[src/rtl/bsf_pkg.sv]
// Shared types and constants for the binaural stereo FIR block.
package bsf_pkg;

	// Data widths fixed by the interface
	localparam int DATA_W       = 16;
	localparam int TAP_IDX_W    = 6;
	localparam int TAP_COUNT_W  = 7;
	localparam int PROD_W       = 2 * DATA_W;
	localparam int MAX_TAPS_DEF = 64;

	// Configuration port
	localparam int APB_ADDR_W = 3;
	localparam int APB_DATA_W = 32;
	localparam logic [APB_ADDR_W-3:0] REG_TAP_COUNT = '0;
	localparam logic [TAP_COUNT_W-1:0] TAP_COUNT_RST = 7'd64;

	// Command codes
	localparam logic CMD_LOAD   = 1'b0;
	localparam logic CMD_FILTER = 1'b1;

	// Rounding: add half an LSB of Q1.15 before dropping 14 fraction bits
	localparam int RND_SHIFT = 14;
	localparam int RND_HALF  = 8192;
	localparam int SAT_MAX   = 32767;
	localparam int SAT_MIN   = -32768;

	// Sequencer states
	typedef enum logic [1:0] {
		ST_IDLE,
		ST_RUN,
		ST_FLUSH,
		ST_FINISH
	} state_t;

	// Per-cycle control of the cell chain
	typedef struct packed {
		logic shift;   // push a new sample into the delay line
		logic rotate;  // rotate samples and taps one cell toward cell 0
	} cell_ctrl_t;

	// Per-cycle control of a multiply-accumulate unit
	typedef struct packed {
		logic clear;   // start a new sum
		logic en;      // product of this cycle counts toward the sum
	} mac_ctrl_t;

endpackage

[src/rtl/bsf_mac.sv]
// Multiply-accumulate for one ear, with rounding and saturation to Q1.15.
module bsf_mac #(
	parameter int ACC_W = 38
) (
	input  logic                              clk,
	input  logic                              arst_n,
	input  bsf_pkg::mac_ctrl_t                ctrl,
	input  logic signed [bsf_pkg::DATA_W-1:0] x,
	input  logic signed [bsf_pkg::DATA_W-1:0] h,
	output logic signed [bsf_pkg::DATA_W-1:0] y,
	output logic                              clip
);

	localparam int RND_W = ACC_W + 1;

	logic signed [bsf_pkg::PROD_W-1:0] prod_s1;
	logic                              en_s1;
	logic signed [ACC_W-1:0]           acc_q;
	logic signed [RND_W-1:0]           rnd;
	logic signed [RND_W-1:0]           shr;
	logic                              over;
	logic                              under;

	// Product stage
	always_ff @(posedge clk) begin
		prod_s1 <= bsf_pkg::PROD_W'(x) * bsf_pkg::PROD_W'(h);
	end

	always_ff @(posedge clk or negedge arst_n) begin
		if (!arst_n) begin
			en_s1 <= 1'b0;
		end else begin
			en_s1 <= ctrl.en;
		end
	end

	// Accumulator; clear and the last product of a previous sum never coincide
	always_ff @(posedge clk or negedge arst_n) begin
		if (!arst_n) begin
			acc_q <= '0;
		end else if (ctrl.clear) begin
			acc_q <= '0;
		end else if (en_s1) begin
			acc_q <= acc_q + ACC_W'(prod_s1);
		end
	end

	// Round half up, floor shift, saturate
	always_comb begin
		rnd   = RND_W'(acc_q) + RND_W'(bsf_pkg::RND_HALF);
		shr   = rnd >>> bsf_pkg::RND_SHIFT;
		over  = shr > RND_W'(bsf_pkg::SAT_MAX);
		under = shr < RND_W'(bsf_pkg::SAT_MIN);
		if (over) begin
			y = bsf_pkg::DATA_W'(bsf_pkg::SAT_MAX);
		end else if (under) begin
			y = bsf_pkg::DATA_W'(bsf_pkg::SAT_MIN);
		end else begin
			y = shr[bsf_pkg::DATA_W-1:0];
		end
		clip = over | under;
	end

endmodule

[config.mk]
export PLATFORM = sky130hd
export DESIGN_NAME = bsf_mac
export DESIGN_NICKNAME = d
export VERILOG_FILES = /design/src/rtl/bsf_pkg.sv /design/src/rtl/bsf_mac.sv
export SDC_FILE = /design/constraint.sdc
export NUM_CORES = 1
export LEC_CHECK = 0
export BUFFER_PORTS_ARGS = -buffer_cell sky130_fd_sc_hd__buf_2
export CORE_AREA = 5 5 169 171
export CTS_CLUSTER_DIAMETER = 80
export CTS_CLUSTER_SIZE = 14
export DETAILED_ROUTE_END_ITERATION = 6
export DIE_AREA = 0 0 174 176
export PLACE_DENSITY = 0.72
export SLEW_MARGIN = 10
export SYNTH_ARGS = -nofsm -noshare
export SYNTH_HDL_FRONTEND = slang
export SYNTH_SLANG_ARGS = --single-unit
[constraint.sdc]
create_clock -name clk -period 6 [get_ports clk]
set_clock_uncertainty 0.1 [all_clocks]
set_input_delay 0.6 -clock clk [delete_from_list [all_inputs] [get_ports clk]]
set_output_delay 0.6 -clock clk [all_outputs]
set_load 0.05 [all_outputs]
# Word level (Yosys, flattened, before mapping)

Index checks and enable logic that the tools add are counted.

$add $sub $neg: 2
$mul: 1
Order comparisons: 2
Mux-type cells: 4
Bitwise logic cells: 1
Reductions and logical operators: 1

Operators with widths:

| operator                                                               | count |
|---|---|
| 38-bit 2-to-1 mux                                                      | 2 |
| 38-bit by 15-bit adder with 39-bit output, second input constant       | 1 |
| 38-bit by 32-bit adder with 38-bit output                              | 1 |
| 16-bit by 16-bit multiplier with 32-bit output                         | 1 |
| 16-bit 2-to-1 mux                                                      | 2 |
| 25-bit by 16-bit > comparator with 1-bit output, second input constant | 1 |
| 25-bit by 16-bit < comparator with 1-bit output, second input constant | 1 |
| 2-bit nonzero test                                                     | 1 |
| 1-bit bitwise OR                                                       | 1 |

Bits in registers: 71
Input bits: 36
Output and inout port bits: 17
Logic and storage cells: 14

# Depth between registers and ports, before layout

Word-level depth: 4
Gate-level depth with buffers: 25
Mapped depth without buffers: 24

# Least setup slack after synthesis

Ideal clock, no wire load.

Path kind: input to register
From: input port h[15] (netlist bit)
To: register prod_s1[30] (netlist bit)
Setup time: 0.072 ns
Arrival: 6.334 ns
Required time: 5.828 ns
Setup slack: -0.507 ns
Cell stages on the path: 22
Buffers on the path: 1
Cells stage by stage: inv_1 > clkbuf_1 > nor2_1 > fa_1 > fa_1 > fa_1 > fa_1 > fa_1 > inv_1 > fa_1 > inv_1 > ha_1 > a21oi_1 > nand3_1 > nor2_1 > nor2_1 > a2111oi_1 > nor2_1 > a2111oi_0 > o21bai_1 > a21oi_1 > xnor2_1

Word-level cells in the longest chain between the ends: 1

Ends and longest elaborated chain:

| what                                           | RTL line      | source |
|---|---|---|
| start: declaration                             | bsf_mac.sv:9  | `input logic signed [bsf_pkg::DATA_W-1:0] h,` |
| 16-bit by 16-bit multiplier with 32-bit output | bsf_mac.sv:26 | `prod_s1 <= bsf_pkg::PROD_W'(x) * bsf_pkg::PROD_W'(h);` |
| end signal: assignment                         | bsf_mac.sv:26 |  |
| end: declaration                               | bsf_mac.sv:16 | `logic signed [bsf_pkg::PROD_W-1:0] prod_s1;` |

Every way passes these cells.
A chain may end at the register's enable or synchronous reset.

# Worst setup path in the final report

From: input port x[4] (netlist bit)
To: register prod_s1[29] (netlist bit)

Word-level cells in the longest chain between the ends: 1

Ends and longest elaborated chain:

| what                                           | RTL line      | source |
|---|---|---|
| start: declaration                             | bsf_mac.sv:8  | `input logic signed [bsf_pkg::DATA_W-1:0] x,` |
| 16-bit by 16-bit multiplier with 32-bit output | bsf_mac.sv:26 |  |

Every way passes these cells.

==> results.cfg <==
[placed_design]
place_area_um2 = 16230
hpwl_um = 27430
portBuffers = 52
place.gp.congestion = 0.9211

[layout]
n_fill_cell = 2191
final-seq-area_um2 = 1618
final_cell_mix = inv_1 (317), fa_1 (251), nand2_1 (144), buf_4 (138), and2_1 (114)
antenna_cells = 0
nets = 2182
area_delta_synth_final_pct = 16.15
drive_above_1_share_pct = 18.10
multi_input_area_um2 = 11910
final_common_cell = inv_1
post-route-cell-area_um2 = 16930

[clock_network]
clk_latency_ps = 330
clockBufferDepth = 2
clock_sinks = 71
cts_made_buffers = 9
cts_root_buffer = clkbuf_16
htree_num_levels = 3
cts_tree = built
clk_pin_slew_ps = 60
cts_hold_buf = 0

[synthesis]
post_synth.cell_area_avg_um2 = 9.038
synth-edff-count = 0
ys_ff_latch = 71
synth_ff_type = dfrtp_1
netlist-cell-type-count = 73
synth_area_um2 = 14580
syn_inst = 1613
ys_seq_area_share_pct = 11.09
synthArstFlopShare_pct = 54.93
synth.yosys.warnings = 0
syn_nets = 2032

[die]
initial_core_util_pct = 54.55
die-area_um2 = 30620
io_pins = 53
die_w_um = 174
die_y_um = 176
placementRows = 60
core_area_um2 = 26730

[detailed_routing]
drtIter0Drc = 513
routed_wl_um = 32200
wl_per_cell_um = 15.27
avgViaCountPerCell = 5.223
via_count = 11015
route.detailed.drc = 0
ant_nets = 0
drt-pass1-iter-count = 5

[timing]
min_period_ps = 5980
finalHoldViolCount = 0
max_slew_margin_pct = 35.61
setup_viol = 0
post-route-period-util_pct = 99.66
fmax_ghz = 0.1672
worst_slew_pin_slew_ps = 965.9
slew_violations = 0
rsz0062_at_grt = yes
finalSetupTns_ps = 0

[setup_path]
critical_path_class = in -> reg
crit_slowest_cell = fa_1
startpoint_type = input pin
reg2reg_from = acc_q[6]
critPathMaxStageDelay_ps = 550
r2r_slack_ps = 2450
path_common_cell = fa_1
crit_fanout = 7
worst_setup_path_end_kind = flop
reg2reg_to = acc_q[37]
rr_worst_depth = 11
required_ps = 6160
crit_chain = buf_4 -> and2_4 -> fa_1 -> inv_1 -> fa_2 -> fa_1 -> inv_1 -> ha_4 -> fa_1 -> inv_1 -> fa_1 -> inv_2 -> ha_4 -> a211o_1 -> a211oi_2 -> nor4b_2 -> o211ai_1 -> a21oi_1 -> o31a_1 -> o21a_1 -> o21ai_1 -> nor2b_2 -> xnor2_1
arrival_ps = 6140
critPathBufInv = 5
crit_family = adder cells

[grt]
grt_pass1_wl_um = 55560
gr-usage-met1_pct = 30.46
grt-busiest-layer = met2
met3_usage_pct = 2.077
grt_pass1_vias = 11746
grt_max_degree = 44
grt.met2_usage_pct = 36.42
track_usage_pct = 21.62
antenna_found_initial = 0
grt_overflow = 0

[status]
status = complete, no violations

[hold_path]
min_to = en_s1
hold_depth = 1
hold_class = in -> reg
min_from = ctrl[0]

[job]
drv_cap = 0
[worst reg2reg max path: stages, from the launching register on]
cell       delay, ps
dfrtp_1          390
ha_1             340
a2111oi_0        450
o21ai_1          200
a22oi_1          300
nor2_1           100
o21a_1           240
a221o_1          360
a31oi_1          220
a211o_1          170
mux2i_1          230
mux2_1           340
[state kept, by name, summed over array words and instances, names as in the netlist]
register	count
prod_s1	32
en_s1	1
acc_q	38
[area by class of cell]
| class | instances | share of cell area [%] |
|---|---|---|
| multi-input combinational | 1157 | 70.35 |
| sequential | 71 | 9.554 |
| clock buffer | 11 | 1.434 |
| tap | 341 | 2.520 |
| timing repair buffer | 189 | 8.513 |
| clock inverter | 5 | 0.1847 |
| inverter | 335 | 7.448 |
[synth_stat cells, types with 4 or more instances]
library cell  number  share of area, %
o22ai_1            4              0.17
o21a_1             7              0.36
nor2_1            73               1.9
o31ai_1            5              0.26
o21ai_1           13              0.45
a31oi_1           10              0.43
a21oi_1           54               1.9
a2111oi_0          4              0.24
xor2_1            28               1.7
nand2_1          148               3.8
and3_1             4              0.17
o211ai_1           8              0.41
nor2b_1            9              0.39
nor3_1            17              0.58
dfxtp_1           32               4.4
or3_1              5              0.21
and2_1           129               5.5
fa_1             263                36
nand3_1           23              0.79
clkbuf_1          44               1.1
ha_1             120                10
xnor2_1           53               3.2
o21ai_2            9              0.54
nand4_1           11              0.47
o21bai_1           8              0.41
dfrtp_1           39               6.7
mux2i_1           27               1.9
a21o_1            26               1.3
nand2b_1          11              0.47
inv_1            335               8.6
a211oi_1          12              0.62
a211o_1            4              0.24
o21ai_0           22              0.76
[layer usage]
layer / wire length (um) / vias to the layer above / part of all wire, %
met5: 0 / - / 0
met4: 659 / 0 / 2.0
met3: 1209 / 49 / 3.8
met2: 15110 / 227 / 47
met1: 15230 / 5394 / 47
li1: - / 5345 / -
[worst max-delay path by stage]
stage	slack [ps]	endpoint	cells past startpoint	start
global route	-170	prod_s1[30]	23	h[15]
CTS	0.007	prod_s1[29]	24	h[6]
global placement	-440	prod_s1[30]	23	h[6]
floorplan	-30	prod_s1[30]	19	x[15]
detailed placement	-550	prod_s1[30]	23	h[6]
finish	20	prod_s1[29]	23	x[4]
[cells by family after synthesis]
group | synth area share (%)
AND/OR/NAND/NOR | 15.77
buffers and inverters | 10.06
adder cells (fa/ha/maj) | 46.42
AO/OA/AOI/OAI | 9.768
XOR/XNOR | 4.867
flip-flops | 11.09
multiplexers | 2.034
[per-stage QoR]
step                      utilization, %  setup slack [ps]  hold slack, ps  std cells
after floorplan                        -            -32.21           204.4       1613
after global placement             60.74            -435.5           402.3       2082
after detailed placement           60.74            -546.8           421.0       2082
after CTS                          62.51          0.006661           264.4       2103
after global routing               63.36            -169.9           261.9       2109
final                              63.36             20.36           270.7       2109
[repair_timing]
action | CTS | global route
gates resized for setup | 54 | 51
cloned | 0 | 1
buffers inserted | 5 | 5
pin swaps | 46 | 56
endpoints found under the setup margin | 4 | 5
Power is not shown: default switching activity piles up to over one toggle a cycle in this logic, so the estimate is an artifact.
