### src/rtl/bsf_pkg.sv
// Shared types and constants for the binaural stereo FIR block.
package bsf_pkg;

	// Data widths fixed by the interface
	localparam int DATA_W       = 16;
	localparam int TAP_IDX_W    = 6;
	localparam int TAP_COUNT_W  = 7;
	localparam int PROD_W       = 2 * DATA_W;
	localparam int MAX_TAPS_DEF = 64;

	// Configuration port
	localparam int APB_ADDR_W = 3;
	localparam int APB_DATA_W = 32;
	localparam logic [APB_ADDR_W-3:0] REG_TAP_COUNT = '0;
	localparam logic [TAP_COUNT_W-1:0] TAP_COUNT_RST = 7'd64;

	// Command codes
	localparam logic CMD_LOAD   = 1'b0;
	localparam logic CMD_FILTER = 1'b1;

	// Rounding: add half an LSB of Q1.15 before dropping 14 fraction bits
	localparam int RND_SHIFT = 14;
	localparam int RND_HALF  = 8192;
	localparam int SAT_MAX   = 32767;
	localparam int SAT_MIN   = -32768;

	// Sequencer states
	typedef enum logic [1:0] {
		ST_IDLE,
		ST_RUN,
		ST_FLUSH,
		ST_FINISH
	} state_t;

	// Per-cycle control of the cell chain
	typedef struct packed {
		logic shift;   // push a new sample into the delay line
		logic rotate;  // rotate samples and taps one cell toward cell 0
	} cell_ctrl_t;

	// Per-cycle control of a multiply-accumulate unit
	typedef struct packed {
		logic clear;   // start a new sum
		logic en;      // product of this cycle counts toward the sum
	} mac_ctrl_t;

endpackage

### src/rtl/bsf_cell.sv
// One cell of the delay line: a history sample plus the left and right tap.
module bsf_cell (
	input  logic                              clk,
	input  logic                              arst_n,
	input  bsf_pkg::cell_ctrl_t               ctrl,
	input  logic signed [bsf_pkg::DATA_W-1:0] x_shift,
	input  logic signed [bsf_pkg::DATA_W-1:0] x_rot,
	input  logic signed [bsf_pkg::DATA_W-1:0] hl_rot,
	input  logic signed [bsf_pkg::DATA_W-1:0] hr_rot,
	input  logic                              tap_we,
	input  logic signed [bsf_pkg::DATA_W-1:0] tap_l,
	input  logic signed [bsf_pkg::DATA_W-1:0] tap_r,
	output logic signed [bsf_pkg::DATA_W-1:0] x,
	output logic signed [bsf_pkg::DATA_W-1:0] hl,
	output logic signed [bsf_pkg::DATA_W-1:0] hr
);

	logic signed [bsf_pkg::DATA_W-1:0] x_q;
	logic signed [bsf_pkg::DATA_W-1:0] hl_q;
	logic signed [bsf_pkg::DATA_W-1:0] hr_q;

	// History sample: shifted on a new sample, rotated during the sum
	always_ff @(posedge clk or negedge arst_n) begin
		if (!arst_n) begin
			x_q <= '0;
		end else if (ctrl.shift) begin
			x_q <= x_shift;
		end else if (ctrl.rotate) begin
			x_q <= x_rot;
		end
	end

	// Tap pair: written by a load, rotated together with the history
	always_ff @(posedge clk or negedge arst_n) begin
		if (!arst_n) begin
			hl_q <= '0;
			hr_q <= '0;
		end else if (tap_we) begin
			hl_q <= tap_l;
			hr_q <= tap_r;
		end else if (ctrl.rotate) begin
			hl_q <= hl_rot;
			hr_q <= hr_rot;
		end
	end

	assign x  = x_q;
	assign hl = hl_q;
	assign hr = hr_q;

endmodule

### config.mk
export PLATFORM = sky130hd
export DESIGN_NAME = bsf_cell
export DESIGN_NICKNAME = d
export VERILOG_FILES = /design/src/rtl/bsf_pkg.sv /design/src/rtl/bsf_cell.sv
export SDC_FILE = /design/constraint.sdc
export NUM_CORES = 1
export LEC_CHECK = 0
export ABC_AREA = 0
export BUFFER_PORTS_ARGS = -buffer_cell sky130_fd_sc_hd__clkbuf_2
export CORE_ASPECT_RATIO = 1.2
export CORE_UTILIZATION = 38
export DETAILED_ROUTE_END_ITERATION = 6
export PLACE_DENSITY = 0.88
export SLEW_MARGIN = 40
export SYNTH_ARGS = -nofsm -noshare
export SYNTH_HDL_FRONTEND = slang
export SYNTH_SLANG_ARGS = --single-unit
### constraint.sdc
create_clock -name clk -period 0.8 [get_ports clk]
set_input_delay 0.04 -clock clk [delete_from_list [all_inputs] [get_ports clk]]
set_output_delay 0.04 -clock clk [all_outputs]
set_load 0.02 [all_outputs]
### Word-level counts from Yosys, hierarchy flattened

Index checks and enable logic that the tools add are counted.

| operators by class | value |
|---|---|
| magnitude comparators | 0 |
| reductions and logical operators | 2 |
| $mul | 0 |
| bitwise logic cells | 0 |
| mux-type cells | 6 |
| div/mod/pow operators | 0 |
| equal/unequal tests | 0 |
| shift operators | 0 |
| add/sub/neg operators | 0 |

Operators with widths:

| operator | number |
|---|---|
| $mux W16 | 6 |
| $reduce_bool A2 Y1 | 2 |

| word-level totals | value |
|---|---|
| RAM bits | 0 |
| bits in latches | 0 |
| output and inout bits | 48 |
| ROM bits | 0 |
| flip-flop bits (word level) | 48 |
| memories kept | 0 |

### Logic depth before layout (Yosys ltp)

Gate-level depths: netlist of run 1.

| depth | value |
|---|---|
| word-level depth | 2 |
| depth in mapped cells | 5 |
| mapped depth without buffers | 2 |

### Worst setup path before layout of run 1

No wires, ideal clock.

| timing | value |
|---|---|
| path type | flip-flop to flip-flop |
| start | register x[11] (netlist name) |
| end | register x_q, in the netlist x[11] |
| setup time | 135 ps |
| path slack | 34 ps |
| required time | 665 ps |
| arrival | 630 ps |
| period minus slack after synthesis | 766 ps |
| stages on the path, launching flop included | 3 |
| cell sequence | dfrtp_1 mux2i_1 o21ai_0 |

RTL lines:

| item | line | text |
|---|---|---|
| end signal: assignment | bsf_cell.sv:27 | `x_q <= x_shift;` |
| end signal: assignment | bsf_cell.sv:29 | `x_q <= x_rot;` |
| end: declaration | bsf_cell.sv:18 | `logic signed [bsf_pkg::DATA_W-1:0] x_q;` |

### Worst setup path after layout of run 1

| timing | value |
|---|---|
| start | register hr_q, in the netlist hr[7] |
| end | output hr[7] in the netlist's numbering |

RTL lines:

| item | line | text |
|---|---|---|
| start: declaration | bsf_cell.sv:20 | `logic signed [bsf_pkg::DATA_W-1:0] hr_q;` |
| start signal: assignment | bsf_cell.sv:40 | `hr_q <= tap_r;` |
| start signal: assignment | bsf_cell.sv:43 | `hr_q <= hr_rot;` |
| end: declaration | bsf_cell.sv:15 | `output logic signed [bsf_pkg::DATA_W-1:0] hr` |

No word-level cell between the ends.

==> results of run 1 <==
synth_stat cells:
library cell   n  area [um2]
dfrtp_1       48        1200
mux2i_1       48         480
nand2_1       48         180
o21ai_0       28         140
o21ai_1       20         100
clkbuf_1       9        33.8
buf_12         3        60.1
buf_6          3        33.8
buf_2          1        5.00
metrics by stage:
step | setup slack [ns] | utilization (%) | cells | TNS [ns] | instance area (um2)
finish | -0.0994 | 71.5 | 497 | -3.97 | 4060
detailed placement | -0.103 | 54.1 | 428 | -1.53 | 3070
global placement | -0.0368 | 54.1 | 428 | -0.319 | 3070
global route | -0.142 | 71.5 | 497 | -6.43 | 4060
floorplan | 0.0344 | - | 208 | 0 | 2230
CTS | -0.102 | 66.1 | 489 | -4.31 | 3740
state kept, by name, summed over array words and instances, names as in the netlist:
signal  flops
hr         16
x          16
hl         16
layout make-up:
type | instances | area, um2
Fill cell | 370 | 1610
Timing Repair Buffer | 220 | 1780
Sequential cell | 48 | 1200
Tap cell | 80 | 100
Multi-Input combinational cell | 144 | 901
Clock buffer | 5 | 68.8
worst paths after layout:
check | slack, ns | from | depth (start not counted) | to
hold reg to reg | 0.58 | x[5]$_DFFE_PN0P_ | 2 | x[5]$_DFFE_PN0P_
max in group asynchronous | 0.30 | arst_n | 3 | hl[15]$_DFFE_PN0P_
setup reg to reg | -0.07 | hr[12]$_DFFE_PN0P_ | 3 | hr[12]$_DFFE_PN0P_
min in group asynchronous | 0.28 | arst_n | 3 | hr[2]$_DFFE_PN0P_
setup / recovery | -0.1 | hr[7]$_DFFE_PN0P_ | 1 | hr[7]
hold / removal | 0.02 | x_rot[5] | 3 | x[5]$_DFFE_PN0P_
layout by cell type, fill, tap and decap left out:
cell type      instances
o21ai_1               29
buf_6                 40
dfrtp_1               48
clkbuf_8              13
buf_12                 5
buf_4                 19
clkbuf_2             100
nand2_1               48
o21ai_0               19
mux2i_1               48
dlygate4sd3_1         48
routing by layer:
metal / vias up / GRT usage, % / part of all wire (%) / wire length (um)
li1: 1125 / - / - / -
met1: 1107 / 21.4 / 34 / 2480
met2: 122 / 41.6 / 57 / 4150
met3: 33 / 4.58 / 5.2 / 383
met4: 0 / 8.91 / 4.3 / 313
met5: - / 0 / 0 / 0
power breakdown:
part | leakage (nW) | total [mW] | internal (mW) | switching, mW
Sequential | 0.579 | 2.82 | 2.65 | 0.175
Clock | 0.0359 | 1.28 | 0.565 | 0.719
Combinational | 1.51 | 1.97 | 1.10 | 0.870
logic make-up after synthesis:
family | share of synthesized area (%)
AO/OA/AOI/OAI | 10.8
buffers and inverters | 5.93
flip-flops | 53.8
AND/OR/NAND/NOR | 8.06
multiplexers | 21.5
repair_timing:
action	in CTS	in global routing
setup buffers	8	8
hold buffers	48	0
resized for setup	21	123
endpoints found under the hold margin	95	0
pin swaps	0	1
endpoints found under the setup margin	48	60
cloned	0	0
==> out/qor.txt, run 1 <==
Status: complete, but fails checks
Failing checks: negative setup slack
Initial Utilization: 39.4%
Share of layout cells above drive strength 1: 42.4%
Initial antenna violation count: 0
CP endpoint kind: primary output
Post-Syn Instances: 208
Cells along the critical path: clkbuf_8
Yosys cell types: 9
Crit path launch type: flip-flop
Vert. Die Dim: 86.0 um
Sequential element share of the synthesized area: 53.8%
Routability cong.: 0.768
Largest net degree at the start of global routing: 49
Max IR drop VDD: 0.952 mV
Slowest cell on crit path: dfrtp_1
Worst path bufs/invs: 1
Clk slew on worst S/H paths: 0.08 ns
Layout area overhead: 81.5%
P_leak: 2.12 nW
Synth Warn #: 0
Antenna cells: 0
Max-slew headroom: 84.8%
Avg Cell Area, Syn: 10.7 um2
Worst-path maximum fanout: 2
Clock skew: 0 ns
Iter 0 DRT Violations: 121
# nets final: 520
# rows: 30
Core box area: 5670 um2
Setup Crit Path Kind: reg -> out
Flops & latches, synth: 48
Fin worst setup slack: -0.0994 ns
CTS root buffer: clkbuf_8
Number of port buffers: 148
WP data arrival: 0.86 ns
Period utilization: 112%
CP peak stage delay: 0.41 ns
Hold Slack: 0.0236 ns
First-pass GRT wire length: 10300 um
Num ports: 149
Design Power: 6.08 mW
Final setup viols: 67
Peak Freq: 1.11 GHz
Syn Std Cell Area: 2230 um2
DRC Markers: 0
Vias per std cell: 4.80
Slew @ Worst Pin: 0.222 ns
WL/cell: 14.7 um
Hold Fails Final Rpt: 0
Synthesized net count: 309
Die X: 72.0 um
CTS tree: yes
Max Cap Viol: 0
CTS Buf Count: 5
Clock sinks: 48
Clock latency on the worst-skew pair: 0.28 ns
Die area: 6190 um2
Clock Path Buffers: 2
First-pass detailed-route iteration total: 4
Total global-route track usage: 21.3%
Worst hold path class: in -> reg
Via Count: 2387
Final ANT Viol Nets: 0
Overall routed net length: 7330 um
Vias in the first global route: 2399
CTS H-tree depth: 2
RSZ-0062 raised after global routing: true
Required time of the worst setup path: 0.76 ns
Hpwl dp: 4030 um
PwrDens: 1500 nW/um2
Min Tclk post-route: 0.899 ns
Gr ovfl total: 0
Crit-path leading delay family: flip-flops
Final Slew Violations: 0
No activity file was read; power rests on OpenSTA's default activity.
==> run 2, diff against run 1 <==
Settings changed: BUFFER_PORTS_ARGS -buffer_cell sky130_fd_sc_hd__clkbuf_2 to unset, CORE_UTILIZATION 38 to 40, DONT_BUFFER_PORTS set to 1, PLACE_DENSITY 0.88 to 0.67.
==> out/qor.txt, run 2 (synthesis results as in run 1) <==
# rows: 29
Slew @ Worst Pin: 0.183 ns
# nets final: 359
Peak Freq: 1.14 GHz
Die area: 5890 um2
Iter 0 DRT Violations: 90
CP endpoint kind: flip-flop
P_leak: 1.43 nW
Antenna cells: 0
Final ANT Viol Nets: 0
Clock sinks: 48
CTS root buffer: clkbuf_8
Worst-path maximum fanout: 2
DRC Markers: 0
CP peak stage delay: 0.41 ns
Placed insts: 302
Num ports: 149
Total global-route track usage: 16.2%
Max-slew headroom: 87.7%
Clock skew: 0 ns
Hold Slack: -0.562 ns
CTS H-tree depth: 2
Max Cap Viol: 0
Hold Fails Final Rpt: 96
Die X: 70.2 um
Required time of the worst setup path: 0.98 ns
Overall routed net length: 4950 um
RSZ-0062 raised after global routing: true
Filler cell count: 477
Final Slew Violations: 0
Vias per std cell: 5.22
Hpwl dp: 3370 um
Final setup viols: 59
Initial antenna violation count: 0
Period utilization: 110%
Worst path bufs/invs: 1
Routability cong.: 0.688
Clk slew on worst S/H paths: 0.08 ns
Vias in the first global route: 1612
Largest net degree at the start of global routing: 65
Setup Crit Path Kind: reg -> reg
Layout Cells excl Fill: 321
Core box area: 5330 um2
CTS Buf Count: 5
Clock Path Buffers: 2
Design Power: 5.72 mW
Worst R2R Setup Slack: -0.08 ns
Slowest cell on crit path: dfrtp_1
Number of port buffers: 0
Min Tclk post-route: 0.879 ns
Cells along the critical path: buf_4 > mux2i_1 > o21ai_1
Max IR drop VDD: 0.999 mV
Crit path launch type: flip-flop
Share of layout cells above drive strength 1: 25.5%
Failing checks: negative hold slack, negative setup slack
Worst hold path class: in -> async
WL/cell: 15.4 um
Fin worst setup slack: -0.0787 ns
Status: complete, but fails checks
PwrDens: 1960 nW/um2
First-pass detailed-route iteration total: 4
First-pass GRT wire length: 7630 um
Multi-input gate area: 901 um2
Vert. Die Dim: 83.9 um
Sequential Area: 1200 um2
CTS tree: yes
WP data arrival: 1.05 ns
Layout area overhead: 30.4%
Clock latency on the worst-skew pair: 0.28 ns
Via Count: 1676
Gr ovfl total: 0
Initial Utilization: 41.9%
Most frequent cells in the layout: buf_6 (49), mux2i_1 (48), nand2_1 (48), dfrtp_1 (48), o21ai_1 (31)
Commonest non-fill, non-tap cell in the layout: buf_6
Crit-path leading delay family: flip-flops
## run 2: metrics by stage
| step | hold WS [ns] | setup slack (ns) | instance area, um2 | TNS [ns] | util (%) |
|---|---|---|---|---|---|
| floorplan | -0.256 | 0.0344 | 2230 | 0 | - |
| global placement | -0.255 | 0.106 | 2540 | 0 | 47.6 |
| detailed placement | -0.255 | 0.0629 | 2540 | 0 | 47.6 |
| CTS | -0.586 | -0.0903 | 2890 | -3.95 | 54.1 |
| global route | -0.601 | -0.129 | 2910 | -5.77 | 54.6 |
| finish | -0.562 | -0.0787 | 2910 | -3.20 | 54.6 |
## run 2: where the power goes
part           switching (mW)  internal (mW)  leakage [nW]
logic                   0.537          0.692         0.797
registers               0.162           2.65         0.579
clock network           0.748          0.928        0.0552
total                    1.45           4.27          1.43
## run 2: worst paths after layout
| kind | from | end | cells past startpoint |
|---|---|---|---|
| worst max-delay path | x[10]$_DFFE_PN0P_ | x[10]$_DFFE_PN0P_ | 3 |
| worst min-delay path | arst_n | hl[8]$_DFFE_PN0P_ | 0 |
| worst max register to register | x[10]$_DFFE_PN0P_ | x[10]$_DFFE_PN0P_ | 3 |
| worst min register to register | x[5]$_DFFE_PN0P_ | x[5]$_DFFE_PN0P_ | 2 |
| max in group asynchronous | arst_n | hr[0]$_DFFE_PN0P_ | 0 |
| min in group clk | ctrl[1] | x[10]$_DFFE_PN0P_ | 1 |
## run 2: cell type report
class,count,share of cell area [%]
Clock inverter,2,1.20
Multi-Input combinational cell,144,30.9
Timing Repair Buffer,59,21.5
Tap cell,62,2.66
Clock buffer,6,2.49
Sequential cell,48,41.2
## run 2: what timing repair did
action,in CTS,in global routing
resized for setup,53,7
cloned,0,0
buffers inserted,8,3
pin swaps,0,2
hold endpoints to repair,96,96
endpoints found under the setup margin,48,62
## run 2: metal layers
metal | track usage (%) | up-vias | wire length [um]
li1 | - | 810 | -
met1 | 19.3 | 779 | 1940
met2 | 28.6 | 83 | 2690
met3 | 3.38 | 4 | 262
met4 | 5.45 | 0 | 57
met5 | 0 | - | 0
## run 2: worst reg2reg max path, delay by kind of cell, from the launching register on
kind | cells | cell delay, ns
DFF | 1 | 0.41
buffers and inverters | 1 | 0.14
muxes | 1 | 0.14
AOI/OAI and AO/OA | 1 | 0.09
==> run 3, diff against run 2 <==
--- a/constraint.sdc
+++ b/constraint.sdc
@@ -3,2 +3,2 @@
 set_output_delay 0.04 -clock clk [all_outputs]
-set_load 0.02 [all_outputs]
+set_load 0.1 [all_outputs]
==> out/qor.txt, run 3 (synthesis results as in run 1) <==
Status: complete, but fails checks
Failing checks: negative hold slack, negative setup slack
Hpwl dp: 3520 um
Antenna cells: 0
Vias per std cell: 5.34
CTS H-tree depth: 2
Max Cap Viol: 0
Layout Cells excl Fill: 312
CTS tree: yes
Clock skew: 0 ns
Hold Fails Final Rpt: 96
Period utilization: 127%
Final setup viols: 91
Max IR drop VDD: 1.26 mV
Hold Slack: -0.567 ns
Final Slew Violations: 0
Clock Path Buffers: 2
Setup Crit Path Kind: reg -> out
Worst R2R Setup Slack: -0.16 ns
Crit path launch type: flip-flop
Required time of the worst setup path: 0.76 ns
Worst path bufs/invs: 1
Worst hold path class: in -> async
Most frequent cells in the layout: nand2_1 (48), o21ai_1 (48), dfrtp_4 (48), buf_12 (48), mux2i_1 (46)
Routability cong.: 0.718
R2R Path Start: hl[7]$_DFFE_PN0P_
Core box area: 5330 um2
Cells along the critical path: buf_12
Initial antenna violation count: 0
First-pass detailed-route iteration total: 4
Max-slew headroom: 88.8%
Number of port buffers: 0
Gr ovfl total: 0
Placed insts: 302
Num ports: 149
Clock sinks: 48
Fin worst setup slack: -0.215 ns
Worst setup path endpoint: x[1]
Min Tclk post-route: 1.01 ns
Reg2reg end: hl[7]$_DFFE_PN0P_
CP endpoint kind: primary output
CTS root buffer: clkbuf_8
Slew @ Worst Pin: 0.164 ns
Initial Utilization: 41.9%
Final ANT Viol Nets: 0
Share of layout cells above drive strength 1: 42.4%
Crit-path leading delay family: flip-flops
Worst Setup SP: x[1]$_DFFE_PN0P_
Reg2Reg Depth: 3
Iter 0 DRT Violations: 63
Levels on crit path: 1
# rows: 29
Largest net degree at the start of global routing: 65
WL/cell: 17.8 um
Design Power: 7.58 mW
PwrDens: 2200 nW/um2
Vert. Die Dim: 83.9 um
Die X: 70.2 um
Overall routed net length: 5550 um
Vias in the first global route: 1777
Peak Freq: 0.986 GHz
CTS Buf Count: 5
Filler cell count: 406
Clk slew on worst S/H paths: 0.08 ns
Total global-route track usage: 19.3%
Slowest cell on crit path: dfrtp_4
P_leak: 1.47 nW
DRC Markers: 0
First-pass GRT wire length: 8850 um
RSZ-0062 raised after global routing: true
Die area: 5890 um2
Worst-path maximum fanout: 2
Clock latency on the worst-skew pair: 0.29 ns
Layout area overhead: 54.0%
Via Count: 1666
CP peak stage delay: 0.50 ns
# nets final: 350
WP data arrival: 0.97 ns
Final core occ: 64.5%
[run 3: through the flow]
| stage | worst slack [ns] | hold slack (ns) | instance area (um2) | setup TNS (ns) |
|---|---|---|---|---|
| floorplan | -0.158 | -0.256 | 2410 | -7.51 |
| global placement | 0.00636 | -0.255 | 2720 | 0 |
| detailed placement | -0.0457 | -0.255 | 2720 | -0.174 |
| CTS | -0.226 | -0.583 | 3430 | -11.33 |
| global route | -0.245 | -0.588 | 3440 | -14.21 |
| finish | -0.215 | -0.567 | 3440 | -10.87 |
[run 3: repair_timing]
item | in CTS | in global routing
setup buffers | 2 | 0
hold endpoints to repair | 96 | 96
resized for setup | 165 | 3
pin swaps | 0 | 1
setup endpoints to repair | 65 | 96
cloned | 0 | 0
[run 3: how the worst min path moves through the flow]
stage,from,end,slack (ns),depth (start not counted)
2_1_floorplan,arst_n,hl[0]$_DFFE_PN0P_,-0.26,0
3_3_place_gp,arst_n,hr[5]$_DFFE_PN0P_,-0.25,0
3_5_place_dp,arst_n,hr[5]$_DFFE_PN0P_,-0.25,0
4_1_cts,arst_n,hr[11]$_DFFE_PN0P_,-0.58,0
5_1_grt,arst_n,hr[5]$_DFFE_PN0P_,-0.59,0
6_report,arst_n,hr[5]$_DFFE_PN0P_,-0.57,0
[run 3: layout make-up]
type,count,area (um2),share of cell area (%)
repair buffers,50,983,28.6
well taps,62,77.6,2.25
multi-input cells,144,908,26.4
clock buffers,8,90.1,2.62
flip-flops and latches,48,1380,40.1
[run 3: per-layer routing]
layer / vias up / GRT usage, % / routed length [um] / part of all wire [%]
met5: - / 0 / 0 / 0
met4: 0 / 6.73 / 102 / 1.8
met3: 8 / 3.50 / 255 / 4.6
met2: 82 / 34.9 / 3190 / 57
met1: 791 / 22.6 / 2010 / 36
li1: 785 / - / - / -
[run 3: report_power, final]
part / switching [mW] / total [mW] / internal, mW
clock network: 0.752 / 1.46 / 0.706
logic: 1.96 / 3.07 / 1.11
registers: 0.259 / 3.06 / 2.80
